File: src/smoothstep_servo_sweep_defines.svh
// Assertion macros shared by the sweep RTL.
`ifndef SMOOTHSTEP_SERVO_SWEEP_DEFINES_SVH
`define SMOOTHSTEP_SERVO_SWEEP_DEFINES_SVH

`ifndef SYNTHESIS
`define SMSS_ASSERT(label, clk, rst_n, prop, msg) \
  label: assert property (@(posedge clk) disable iff (!rst_n) prop) else $error(msg);
`define SMSS_INVARIANT(label, clk, rst_n, expr, msg) \
  label: assert property (@(posedge clk) disable iff (!rst_n) (expr)) else $error(msg);
`else
`define SMSS_ASSERT(label, clk, rst_n, prop, msg)
`define SMSS_INVARIANT(label, clk, rst_n, expr, msg)
`endif

`endif

File: src/smss_pkg.sv
package smss_pkg;

  localparam int EASE_BITS  = 12;
  localparam int EASE_SCALE = 1 << EASE_BITS;

  localparam int FC_W    = 10;
  localparam int PULSE_W = 12;
  localparam int DATA_W  = 32;
  localparam int ADDR_W  = 4;

  // phase*scale + fc/2 fits in FC_W + EASE_BITS bits
  localparam int NUM_W     = FC_W + EASE_BITS;
  localparam int T_W       = EASE_BITS + 1;
  localparam int TT_W      = 2 * EASE_BITS + 1;
  localparam int W_W       = EASE_BITS + 2;
  localparam int PROD_W    = TT_W + W_W;
  localparam int DIV_STEPS = NUM_W;
  localparam int CNT_W     = $clog2(DIV_STEPS);

  localparam logic [FC_W-1:0]    FRAME_COUNT_RST = FC_W'(100);
  localparam logic [PULSE_W-1:0] MIN_PULSE_RST   = PULSE_W'(500);
  localparam logic [PULSE_W-1:0] MAX_PULSE_RST   = PULSE_W'(2500);

  typedef enum logic [1:0] {
    REG_FRAME_COUNT = 2'd0,
    REG_MIN_PULSE   = 2'd1,
    REG_MAX_PULSE   = 2'd2
  } reg_idx_t;

  typedef enum logic [7:0] {
    ST_IDLE  = 8'b0000_0001,
    ST_DIV   = 8'b0000_0010,
    ST_SQ    = 8'b0000_0100,
    ST_CUBE  = 8'b0000_1000,
    ST_SCALE = 8'b0001_0000,
    ST_RANGE = 8'b0010_0000,
    ST_PULSE = 8'b0100_0000,
    ST_FIN   = 8'b1000_0000
  } state_t;

  typedef struct packed {
    logic [FC_W-1:0]    frame_count;
    logic [PULSE_W-1:0] min_pulse_us;
    logic [PULSE_W-1:0] max_pulse_us;
  } smss_cfg_t;

  typedef struct packed {
    logic start;
    logic div_step;
    logic mul_sq;
    logic mul_cube;
    logic scale;
    logic mul_range;
    logic pulse;
    logic load_out;
  } smss_cmd_t;

endpackage

File: src/smoothstep_servo_sweep.sv
// Servo sweep with smoothstep easing, one pulse beat per tick beat.
// A tick beat runs through the bit-serial divider, then through the shared 25x14
// multiplier and rounding steps; no new tick beat is accepted until its result is loaded,
// and loading waits while the output is stalled.
// Reset (synchronous, rst_n low): registers to 100/500/2500, phase 0, sweeping up.
// Beats with tick low are accepted and give no result.
module smoothstep_servo_sweep (
  input  logic                          clk,
  input  logic                          rst_n,
  input  logic                          in_valid,
  output logic                          in_stall,
  input  logic                          in_tick,
  output logic                          out_valid,
  input  logic                          out_stall,
  output logic [smss_pkg::PULSE_W-1:0]  out_hip_pulse_us,
  output logic [smss_pkg::PULSE_W-1:0]  out_thigh_pulse_us,
  output logic [smss_pkg::PULSE_W-1:0]  out_calf_pulse_us,
  input  logic                          psel,
  input  logic                          penable,
  input  logic                          pwrite,
  input  logic [smss_pkg::ADDR_W-1:0]   paddr,
  input  logic [smss_pkg::DATA_W-1:0]   pwdata,
  output logic [smss_pkg::DATA_W-1:0]   prdata,
  output logic                          pready
);
  import smss_pkg::*;

  smss_cfg_t cfg;
  smss_cmd_t cmd;

  smss_regs u_regs (
    .clk     (clk),
    .rst_n   (rst_n),
    .psel    (psel),
    .penable (penable),
    .pwrite  (pwrite),
    .paddr   (paddr),
    .pwdata  (pwdata),
    .prdata  (prdata),
    .pready  (pready),
    .cfg     (cfg)
  );

  smss_ctrl u_ctrl (
    .clk       (clk),
    .rst_n     (rst_n),
    .in_valid  (in_valid),
    .in_tick   (in_tick),
    .in_stall  (in_stall),
    .out_valid (out_valid),
    .out_stall (out_stall),
    .cmd       (cmd)
  );

  smss_dp u_dp (
    .clk            (clk),
    .rst_n          (rst_n),
    .cfg            (cfg),
    .cmd            (cmd),
    .hip_pulse_us   (out_hip_pulse_us),
    .thigh_pulse_us (out_thigh_pulse_us),
    .calf_pulse_us  (out_calf_pulse_us)
  );

endmodule

File: src/smss_regs.sv
module smss_regs (
  input  logic                         clk,
  input  logic                         rst_n,
  input  logic                         psel,
  input  logic                         penable,
  input  logic                         pwrite,
  input  logic [smss_pkg::ADDR_W-1:0]  paddr,
  input  logic [smss_pkg::DATA_W-1:0]  pwdata,
  output logic [smss_pkg::DATA_W-1:0]  prdata,
  output logic                         pready,
  output smss_pkg::smss_cfg_t          cfg
);
  import smss_pkg::*;

  logic [FC_W-1:0]    fc_r, fc_nxt;
  logic [PULSE_W-1:0] min_r, min_nxt;
  logic [PULSE_W-1:0] max_r, max_nxt;
  logic               wr_en;
  reg_idx_t           idx;

  assign pready = 1'b1;
  assign wr_en  = psel && penable && pwrite && pready;
  assign idx    = reg_idx_t'(paddr[ADDR_W-1:2]);

  always_comb begin
    fc_nxt  = fc_r;
    min_nxt = min_r;
    max_nxt = max_r;
    if (wr_en) begin
      case (idx)
        REG_FRAME_COUNT: fc_nxt  = pwdata[FC_W-1:0];
        REG_MIN_PULSE:   min_nxt = pwdata[PULSE_W-1:0];
        REG_MAX_PULSE:   max_nxt = pwdata[PULSE_W-1:0];
        default: ;
      endcase
    end
  end

  always_ff @(posedge clk) begin
    if (!rst_n) begin
      fc_r  <= FRAME_COUNT_RST;
      min_r <= MIN_PULSE_RST;
      max_r <= MAX_PULSE_RST;
    end else begin
      fc_r  <= fc_nxt;
      min_r <= min_nxt;
      max_r <= max_nxt;
    end
  end

  always_comb begin
    case (idx)
      REG_FRAME_COUNT: prdata = DATA_W'(fc_r);
      REG_MIN_PULSE:   prdata = DATA_W'(min_r);
      REG_MAX_PULSE:   prdata = DATA_W'(max_r);
      default:         prdata = '0;
    endcase
  end

  assign cfg.frame_count  = fc_r;
  assign cfg.min_pulse_us = min_r;
  assign cfg.max_pulse_us = max_r;

endmodule

File: src/smss_ctrl.sv
`include "smoothstep_servo_sweep_defines.svh"

module smss_ctrl (
  input  logic                 clk,
  input  logic                 rst_n,
  input  logic                 in_valid,
  input  logic                 in_tick,
  output logic                 in_stall,
  output logic                 out_valid,
  input  logic                 out_stall,
  output smss_pkg::smss_cmd_t  cmd
);
  import smss_pkg::*;

  state_t           state_r, state_nxt;
  logic [CNT_W-1:0] cnt_r, cnt_nxt;
  logic             out_valid_r, out_valid_nxt;

  always_comb begin
    state_nxt = state_r;
    cnt_nxt   = cnt_r;
    cmd       = '0;
    case (state_r)
      ST_IDLE: begin
        // a beat with tick low is taken and dropped
        if (in_valid && in_tick) begin
          cmd.start = 1'b1;
          cnt_nxt   = '0;
          state_nxt = ST_DIV;
        end
      end
      ST_DIV: begin
        cmd.div_step = 1'b1;
        if (cnt_r == CNT_W'(DIV_STEPS - 1)) begin
          state_nxt = ST_SQ;
        end else begin
          cnt_nxt = cnt_r + 1'b1;
        end
      end
      ST_SQ: begin
        cmd.mul_sq = 1'b1;
        state_nxt  = ST_CUBE;
      end
      ST_CUBE: begin
        cmd.mul_cube = 1'b1;
        state_nxt    = ST_SCALE;
      end
      ST_SCALE: begin
        cmd.scale = 1'b1;
        state_nxt = ST_RANGE;
      end
      ST_RANGE: begin
        cmd.mul_range = 1'b1;
        state_nxt     = ST_PULSE;
      end
      ST_PULSE: begin
        cmd.pulse = 1'b1;
        state_nxt = ST_FIN;
      end
      ST_FIN: begin
        if (!out_valid_r || !out_stall) begin
          cmd.load_out = 1'b1;
          state_nxt    = ST_IDLE;
        end
      end
      default: state_nxt = ST_IDLE;
    endcase
  end

  assign out_valid_nxt = cmd.load_out || (out_valid_r && out_stall);

  always_ff @(posedge clk) begin
    if (!rst_n) begin
      state_r     <= ST_IDLE;
      cnt_r       <= '0;
      out_valid_r <= 1'b0;
    end else begin
      state_r     <= state_nxt;
      cnt_r       <= cnt_nxt;
      out_valid_r <= out_valid_nxt;
    end
  end

  assign in_stall  = (state_r != ST_IDLE);
  assign out_valid = out_valid_r;

  `SMSS_ASSERT(a_tick_starts_div, clk, rst_n, in_valid && !in_stall && in_tick |=> state_r == ST_DIV, "tick beat did not start the divider")
  `SMSS_ASSERT(a_div_full_length, clk, rst_n, state_r == ST_SQ |-> $past(state_r == ST_DIV) && $past(cnt_r) == CNT_W'(DIV_STEPS - 1), "divider left early")
  `SMSS_INVARIANT(a_cnt_range, clk, rst_n, cnt_r <= CNT_W'(DIV_STEPS - 1), "step counter overran")

endmodule

File: src/smss_dp.sv
`include "smoothstep_servo_sweep_defines.svh"

module smss_dp (
  input  logic                          clk,
  input  logic                          rst_n,
  input  smss_pkg::smss_cfg_t           cfg,
  input  smss_pkg::smss_cmd_t           cmd,
  output logic [smss_pkg::PULSE_W-1:0]  hip_pulse_us,
  output logic [smss_pkg::PULSE_W-1:0]  thigh_pulse_us,
  output logic [smss_pkg::PULSE_W-1:0]  calf_pulse_us
);
  import smss_pkg::*;

  // sweep state
  logic [FC_W-1:0]    phase_r, phase_nxt;
  logic               down_r, down_nxt;
  // per-beat working registers
  logic [FC_W-1:0]    fc_r;
  logic [PULSE_W-1:0] lo_r, hi_r;
  logic [NUM_W-1:0]   num_r;
  logic [FC_W-1:0]    rem_r;
  logic [PROD_W-1:0]  prod_r;
  logic [T_W-1:0]     sm_r;
  logic [PULSE_W-1:0] pulse_r;
  logic [PULSE_W-1:0] hip_r, thigh_r;

  logic [FC_W-1:0]    fc_eff, phase_c;
  logic [PULSE_W-1:0] hi_eff, span;
  logic [FC_W:0]      rem_sh;
  logic               rem_ge;
  logic [T_W-1:0]     t;
  logic [TT_W-1:0]    mul_a;
  logic [W_W-1:0]     mul_b;
  logic [PROD_W-1:0]  prod_rnd_sm, prod_rnd_pulse;

  assign fc_eff  = (cfg.frame_count == '0) ? FC_W'(1) : cfg.frame_count;
  assign hi_eff  = (cfg.max_pulse_us < cfg.min_pulse_us) ? cfg.min_pulse_us
                                                          : cfg.max_pulse_us;
  assign phase_c = (phase_r > fc_eff) ? fc_eff : phase_r;

  // restoring divider, one quotient bit per step; quotient shifts into num_r
  assign rem_sh = {rem_r, num_r[NUM_W-1]};
  assign rem_ge = (rem_sh >= {1'b0, fc_r});
  assign t      = num_r[T_W-1:0];
  assign span   = hi_r - lo_r;

  always_comb begin
    mul_a = '0;
    mul_b = '0;
    if (cmd.mul_sq) begin
      mul_a = TT_W'(t);
      mul_b = W_W'(t);
    end else if (cmd.mul_cube) begin
      mul_a = prod_r[TT_W-1:0];
      mul_b = W_W'(3 * EASE_SCALE) - {t, 1'b0};
    end else if (cmd.mul_range) begin
      mul_a = TT_W'(sm_r);
      mul_b = W_W'(span);
    end
  end

  assign prod_rnd_sm    = prod_r + (PROD_W'(1) << (2 * EASE_BITS - 1));
  assign prod_rnd_pulse = prod_r + (PROD_W'(1) << (EASE_BITS - 1));

  always_ff @(posedge clk) begin
    if (cmd.start) begin
      fc_r  <= fc_eff;
      lo_r  <= cfg.min_pulse_us;
      hi_r  <= hi_eff;
      num_r <= {phase_c, {EASE_BITS{1'b0}}} + NUM_W'(fc_eff >> 1);
      rem_r <= '0;
    end else if (cmd.div_step) begin
      num_r <= {num_r[NUM_W-2:0], rem_ge};
      rem_r <= rem_ge ? FC_W'(rem_sh - {1'b0, fc_r}) : rem_sh[FC_W-1:0];
    end
    if (cmd.mul_sq || cmd.mul_cube || cmd.mul_range) begin
      prod_r <= PROD_W'(mul_a) * PROD_W'(mul_b);
    end
    if (cmd.scale) begin
      sm_r <= T_W'(prod_rnd_sm >> (2 * EASE_BITS));
    end
    if (cmd.pulse) begin
      pulse_r <= lo_r + PULSE_W'(prod_rnd_pulse >> EASE_BITS);
    end
    if (cmd.load_out) begin
      hip_r   <= pulse_r;
      thigh_r <= lo_r + hi_r - pulse_r;
    end
  end

  // ping-pong step, clamped at both ends
  always_comb begin
    phase_nxt = phase_r;
    down_nxt  = down_r;
    if (cmd.load_out) begin
      if (down_r) begin
        if (phase_r > fc_r) begin
          phase_nxt = fc_r;
          down_nxt  = 1'b1;
        end else if (phase_r <= FC_W'(1)) begin
          phase_nxt = '0;
          down_nxt  = 1'b0;
        end else begin
          phase_nxt = phase_r - 1'b1;
        end
      end else begin
        if (({1'b0, phase_r} + 1'b1) >= {1'b0, fc_r}) begin
          phase_nxt = fc_r;
          down_nxt  = 1'b1;
        end else begin
          phase_nxt = phase_r + 1'b1;
        end
      end
    end
  end

  always_ff @(posedge clk) begin
    if (!rst_n) begin
      phase_r <= '0;
      down_r  <= 1'b0;
    end else begin
      phase_r <= phase_nxt;
      down_r  <= down_nxt;
    end
  end

  assign hip_pulse_us   = hip_r;
  assign thigh_pulse_us = thigh_r;
  assign calf_pulse_us  = hip_r;

  `SMSS_ASSERT(a_t_bound, clk, rst_n, cmd.mul_sq |-> num_r <= NUM_W'(EASE_SCALE), "eased parameter above full scale")
  `SMSS_ASSERT(a_pulse_bound, clk, rst_n, cmd.load_out |-> pulse_r >= lo_r && pulse_r <= hi_r, "pulse outside min/max")
  `SMSS_ASSERT(a_mirror, clk, rst_n, cmd.load_out |=> hip_r + thigh_r == lo_r + hi_r, "thigh is not the mirror of hip")
  `SMSS_ASSERT(a_phase_clamp, clk, rst_n, cmd.load_out |=> phase_r <= fc_r, "phase stepped past frame count")

endmodule

File: config.mk
export PLATFORM = sky130hd
export DESIGN_NAME = smoothstep_servo_sweep
export DESIGN_NICKNAME = d
export VERILOG_FILES = /design/src/smss_pkg.sv /design/src/smoothstep_servo_sweep.sv /design/src/smss_regs.sv /design/src/smss_ctrl.sv /design/src/smss_dp.sv
export VERILOG_INCLUDE_DIRS = /design/src /design/src/src
export SDC_FILE = /design/constraint.sdc
export NUM_CORES = 1
export LEC_CHECK = 0
export BUFFER_PORTS_ARGS = -buffer_cell sky130_fd_sc_hd__buf_2
export CORE_MARGIN = 2
export CORE_UTILIZATION = 28
export CTS_CLUSTER_DIAMETER = 80
export DETAILED_ROUTE_END_ITERATION = 10
export PLACE_DENSITY_LB_ADDON = 0.25
export SYNTH_ARGS = -nofsm -noshare
export SYNTH_HDL_FRONTEND = slang
export SYNTH_SLANG_ARGS = --single-unit
File: constraint.sdc
create_clock -name clk -period 25.4 [get_ports clk]
set_clock_uncertainty 0.1 [all_clocks]
set_input_delay 2.54 -clock clk [delete_from_list [all_inputs] [get_ports clk]]
set_output_delay 2.54 -clock clk [all_outputs]
set_load 0.02 [all_outputs]
==> flow_summary.yaml, run 1 <==
cells_and_area:
  layout_common_cells: "inv_1 (366), nand2_1 (365), fa_1 (286)"
  nets: 3091
  multi_input_area_um2: 15730
  drive_above_1_share_pct: 6.970
  area_growth_pct: 9.994
  layout_commonest_cell: "inv_1"
  fill_cells: 8692
  seqCellArea_um2: 5645
  fin_area_um2: 25610
cts:
  cts_buffer_depth: 3
  clock_sinks: 211
  holdBufCountCts: 0
  clk_latency_ns: 0.58
  clkTransAtPathRegs_ns: 0.06
  cts_root_buf: "clkbuf_16"
  cts_max_level: 1
  cts_tree: "built"
  numCtsBuffers: 27
  post_cts_resized: 0
  post_cts_buffers: 0
sta:
  tns_ns: 0
  post-route-period-util_pct: 41.68
  finalCriticalPeriod_ns: 10.59
  setup_viol: 0
  hold_violations: 0
  setup_ws_ns: 14.81
  slew_headroom_pct: 12.03
  drv_slew: 0
  timing.fmax_ghz: 0.09445
  hold_slack_ns: 0.3573
  grt_setup_unrepaired: "false"
  tightest_slew_ns: 1.306
job:
  drv_cap: 0
worst_setup_path:
  critPathMaxFanout: 10
  rr_worst_depth: 32
  arrival_ns: 10.84
  rrSetupSlack_ns: 14.81
  slowest_stage: "o21ai_0"
  critPathKind: "flop to flop"
  crit_path_end_kind: "flop"
  regToRegStartpoint: "u_dp.hi_r[0]"
  crit_path_frequent_cell: "fa_1"
  timing.critical_path.required_ns: 25.65
  rr_endpoint: "u_dp.prod_r[28]"
  critPathMaxStageDelay_ns: 1.01
  worstSetupStartpointType: "flop"
detailed_routing:
  drtAntennaViolNets: 0
  drt_iter0_drc: 1171
  drt-total-wl_um: 66860
  num_vias: 17249
  via_per_inst: 4.703
  drcViolationCount: 0
  wl_per_cell_um: 18.23
  dr.pass1.iters: 5
power_and_ir_drop:
  vdd_drop_max_mv: 0.03965
  total_power_mw: 0.8947
  p_leak_nw: 11.49
  powerDensity_nw_per_um2: 34.93
floorplanning:
  start_util_pct: 28.32
  dieArea_um2: 85490
  fp-row-count: 105
  fp.dieH_um: 292.4
  die_w_um: 292.4
  boundaryPins: 115
  core-area_um2: 82240
synthesis:
  netlist_instances: 2555
  synthArstFlopShare_pct: 0
  synth_cell_types: 71
  synth_area_um2: 23290
  yosys_register_bits: 211
  ys_seq_area_share_pct: 24.24
  synth_edf_count: 142
  syn_area_per_cell_um2: 9.114
  yosysWarningCount: 0
  synth_ff_type: "edfxtp_1"
min_path:
  holdCritPathClass: "flop to flop"
  hp-start: "u_dp.pulse_r[0]"
  hold_end: "u_dp.calf_pulse_us[0]"
  holdPathStages: 0
place:
  post-dp-hpwl_um: 53170
  post-place-ws_ns: 15.06
  place.gp.congestion: 0.8342
  io_buffers: 71
  dpl_cell_area_um2: 24730
grt:
  overflow: 0
  track_usage_pct: 15.83
  grt_max_degree: 57
  grt_pass1_vias: 17201
  grt_first_pass_wirelength_um: 104800
  antenna_found_initial: 1
run_status:
  outcome: "finished, final reports clean"
cells by family (layout without fill, tap and decap cells):
logic type / Yosys count / in the layout / synth area share [%]
AOI/OAI and AO/OA: 386 / 386 / 10.62
adders and majority gates: 471 / 471 / 34.53
muxes: 35 / 35 / 1.574
and+or+nand+nor: 819 / 819 / 15.78
buffers and inverters: 515 / 526 / 8.865
xor gates and xnor gates: 116 / 116 / 4.363
DFF: 211 / 211 / 24.24
other: 2 / 34 / 0.03225
synthesized netlist by cell type, types with 18 or more instances:
cell type  instances  area, um2
fa_1             286       5725
o21ai_0          110      550.5
nand2_1          365       1370
buf_4             33      247.7
and2_1            41      256.5
inv_1            366       1374
dfxtp_1           69       1381
ha_1             185       2315
mux2i_1           22      220.2
a211oi_1          18      135.1
nand3_1           53      265.3
xnor2_1           89      779.5
a21boi_0          27      202.7
xor2_1            27      236.5
edfxtp_1         142       4264
nor3_1            27      135.1
and3_1            23      143.9
a21o_1            24      180.2
o21a_1            25      187.7
nor2b_1           27      168.9
a21oi_1           91      455.4
nor2_1           202      758.2
clkbuf_1         106      397.9
stage by stage:
step / instances / util [%]
finish: 3668 / 31.15
global route: 3667 / 31.14
CTS: 3667 / 31.14
detailed placement: 3617 / 30.07
global placement: 3617 / 30.07
floorplan: 2586 / -
cell type report:
class	count	share of cell area (%)
clock buffers	32	2.711
inverters	366	5.363
diodes	1	0.009769
repair buffers	110	2.530
flip-flops and latches	211	22.04
well taps	1070	5.227
clock inverters	18	0.7229
multi-input cells	1860	61.40
critical path, delay by kind of cell, from the launching register on:
kind,cells,cell delay [ns]
AO/OA/AOI/OAI,12,4.28
AND/OR/NAND/NOR,4,0.67
flip-flops,1,0.54
buffers and inverters,5,0.32
XOR/XNOR,2,0.50
adder cells (fa/ha/maj),9,3.94
state kept, by name (all words and copies together) (netlist names), 8 cells and up:
signal / count
u_ctrl.state_r: 8
u_dp.calf_pulse_us: 12
u_dp.fc_r: 10
u_dp.hi_r: 12
u_dp.lo_r: 12
u_dp.num_r: 22
u_dp.phase_r: 10
u_dp.prod_r: 37
u_dp.pulse_r: 12
u_dp.rem_r: 10
u_dp.sm_r: 13
u_dp.thigh_pulse_us: 12
u_regs.fc_r: 10
u_regs.max_r: 12
u_regs.min_r: 12
power by group:
part | switching [mW] | leakage (nW) | internal (mW)
clock | 0.163 | 0.425 | 0.227
sequential | 0.0148 | 1.86 | 0.382
combinational | 0.0692 | 9.20 | 0.0385
how the worst max path moves through the flow:
stage | startpoint | to | slack, ns | depth (start not counted)
finish | u_dp.hi_r[0] | u_dp.prod_r[28] | 14.81 | 32
global route | u_dp.hi_r[0] | u_dp.prod_r[28] | 14.63 | 32
CTS | u_dp.hi_r[0] | u_dp.prod_r[28] | 15.01 | 32
detailed placement | u_dp.hi_r[0] | u_dp.prod_r[28] | 15.06 | 32
global placement | u_dp.hi_r[0] | u_dp.prod_r[28] | 15.04 | 32
floorplan | u_dp.hi_r[0] | u_dp.prod_r[35] | 16.98 | 32
routing by layer:
metal  vias to the layer above  part of all wire (%)  track usage, %
met3                        79                   4.1           1.692
li1                       8329                     -               -
met5                         -                     0               0
met1                      8506                    48           22.88
met4                         0                   2.1           3.290
met2                       335                    45           25.55
Power figures use the tool's default switching activity.
==> run 2: changes to the inputs <==
==> constraint.sdc (replaced) <==
create_clock -name clk -period 10.44 [get_ports clk]
set_clock_uncertainty 0.1 [all_clocks]
set_input_delay 1.044 -clock clk [delete_from_list [all_inputs] [get_ports clk]]
set_output_delay 1.044 -clock clk [all_outputs]
set_load 0.02 [all_outputs]
==> run 2 against run 1 <==
Effect of this change: utilization hardly changed; die area stayed put; total power is 140% higher; maximum frequency is 12% higher; register-to-register slack worse by 14 ns; cell area is 0.14% higher; global-route usage is 0.15 points higher; critical path depth is 1 higher; via count is 0.71% lower; flip-flop and latch count stayed put.
==> flow_summary.yaml, run 2 (synthesis gave the netlist of run 1 again) <==
worst_setup_path:
  critPathMaxFanout: 8
  slowest_stage: "fa_1"
  crit_path_frequent_cell: "fa_1"
  arrival_ns: 9.68
  rrSetupSlack_ns: 0.96
  regToRegStartpoint: "u_dp.hi_r[0]"
  critPathKind: "flop to flop"
  crit_path_end_kind: "flop"
  worstSetupStartpointType: "flop"
  critPathMaxStageDelay_ns: 0.57
  rr_worst_depth: 33
  timing.critical_path.required_ns: 10.64
  rr_endpoint: "u_dp.prod_r[35]"
detailed_routing:
  wl_per_cell_um: 18.25
  drcViolationCount: 0
  num_vias: 17127
  via_per_inst: 4.659
  drtAntennaViolNets: 0
  dr.pass1.iters: 5
  drt_iter0_drc: 1004
  drt-total-wl_um: 67090
cells_and_area:
  antenna_cells: 0
  fill_cells: 8681
  layout_common_cells: "inv_1 (366), nand2_1 (365), fa_1 (286)"
  largest_register_ffs: 37
  area_growth_pct: 10.15
  fin_area_um2: 25650
  top_regs: "u_dp.prod_r (37), u_dp.num_r (22), u_dp.sm_r (13)"
  largest-register: "u_dp.prod_r"
  drive_above_1_share_pct: 7.521
  layout_commonest_cell: "inv_1"
  nets: 3100
  post-route-util_pct: 31.19
place:
  io_buffers: 71
  post-dp-hpwl_um: 53950
  place.gp.congestion: 0.8321
  dpl_cell_area_um2: 24790
  post-place-ws_ns: 0.9625
sta:
  timing.fmax_ghz: 0.1055
  drv_slew: 0
  slew_headroom_pct: 22.32
  post-route-period-util_pct: 90.81
  tns_ns: 0
  setup_viol: 0
  setup_ws_ns: 0.9596
  grt_setup_unrepaired: "false"
  finalCriticalPeriod_ns: 9.480
  tightest_slew_ns: 1.158
  hold_violations: 0
min_path:
  holdCritPathClass: "flop to flop"
  hold_end: "u_dp.calf_pulse_us[0]"
  hp-start: "u_dp.pulse_r[0]"
  holdPathStages: 0
cts:
  clk_latency_ns: 0.56
  post_cts_resized: 0
  post_cts_buffers: 0
  cts_buffer_depth: 3
  clock_sinks: 211
  cts_max_level: 1
  clkTransAtPathRegs_ns: 0.06
  cts_root_buf: "clkbuf_16"
  numCtsBuffers: 27
  cts_tree: "built"
  holdBufCountCts: 0
floorplanning:
  die_w_um: 292.4
  core-area_um2: 82240
  dieArea_um2: 85490
  fp.dieH_um: 292.4
  start_util_pct: 28.32
  fp-row-count: 105
  boundaryPins: 115
power_and_ir_drop:
  powerDensity_nw_per_um2: 83.19
  p_leak_nw: 11.53
  vdd_drop_max_mv: 0.1090
grt:
  grt_first_pass_wirelength_um: 105800
  antenna_found_initial: 1
  track_usage_pct: 15.97
  overflow: 0
  grt_max_degree: 57
  grt_pass1_vias: 17542
job:
  drv_cap: 0
run_status:
  outcome: "finished, final reports clean"
[run 2: changes by cell type in the layout (fill, tap and decap cells not counted)]
cell	previous run	this run
a31oi_2	1	0
clkbuf_8	0	1
inv_6	2	1
buf_4	39	48
bufinv_16	3	1
clkinv_4	0	6
inv_16	1	0
diode_2	1	0
a31oi_1	3	4
inv_8	0	1
clkbuf_1	5	2
clkinv_1	6	2
clkinv_2	4	7
[run 2: worst max-delay path by stage]
| stage | start | to | depth (start not counted) |
|---|---|---|---|
| final | u_dp.hi_r[0] | u_dp.prod_r[35] | 33 |
| after global routing | u_dp.hi_r[0] | u_dp.prod_r[35] | 33 |
| after CTS | u_dp.hi_r[0] | u_dp.prod_r[35] | 32 |
| after detailed placement | u_dp.hi_r[0] | u_dp.prod_r[35] | 32 |
| after global placement | u_dp.hi_r[0] | u_dp.prod_r[35] | 32 |
| after floorplan | u_dp.hi_r[0] | u_dp.prod_r[35] | 32 |
[run 2: layout make-up]
class	instances	area, um2	area share (%)
sequential	211	5645	22.01
timing repair buffer	119	715.7	2.790
tap	1070	1339	5.219
multi-input combinational	1860	15720	61.28
inverter	366	1374	5.356
clock buffer	30	696.9	2.717
clock inverter	20	160.2	0.6244
[run 2: critical path, delay by kind of cell (launching register included)]
family	cells	cell delay, ns
adders and majority gates	9	3.98
DFF	1	0.45
AOI/OAI and AO/OA	13	3.09
and+or+nand+nor	3	0.78
buffers and inverters	6	0.53
xor gates and xnor gates	2	0.27
[run 2: power by group]
group          internal, mW  switching, mW  total [mW]
clock network         0.511          0.397       0.908
logic                0.0936          0.167       0.260
registers             0.930         0.0349       0.965
total                  1.54          0.599        2.13
[run 2: per-stage QoR]
| step | cells | power [mW] | hold WS (ns) |
|---|---|---|---|
| after global placement | 3626 | 1.245 | 0.3454 |
| after floorplan | 2586 | 1.161 | 0.3334 |
| final | 3676 | 2.134 | 0.3579 |
| after detailed placement | 3626 | 1.246 | 0.3452 |
| after global routing | 3676 | 2.229 | 0.3915 |
| after CTS | 3676 | 2.163 | 0.3603 |
[run 2: per-layer routing]
layer  share of wire [%]  GRT usage, %  routed length [um]
met1                  48         23.05               32340
met2                  46         25.84               30930
met3                 3.5         1.669                2319
met4                 2.2         3.415                1484
met5               0.019             0                  13
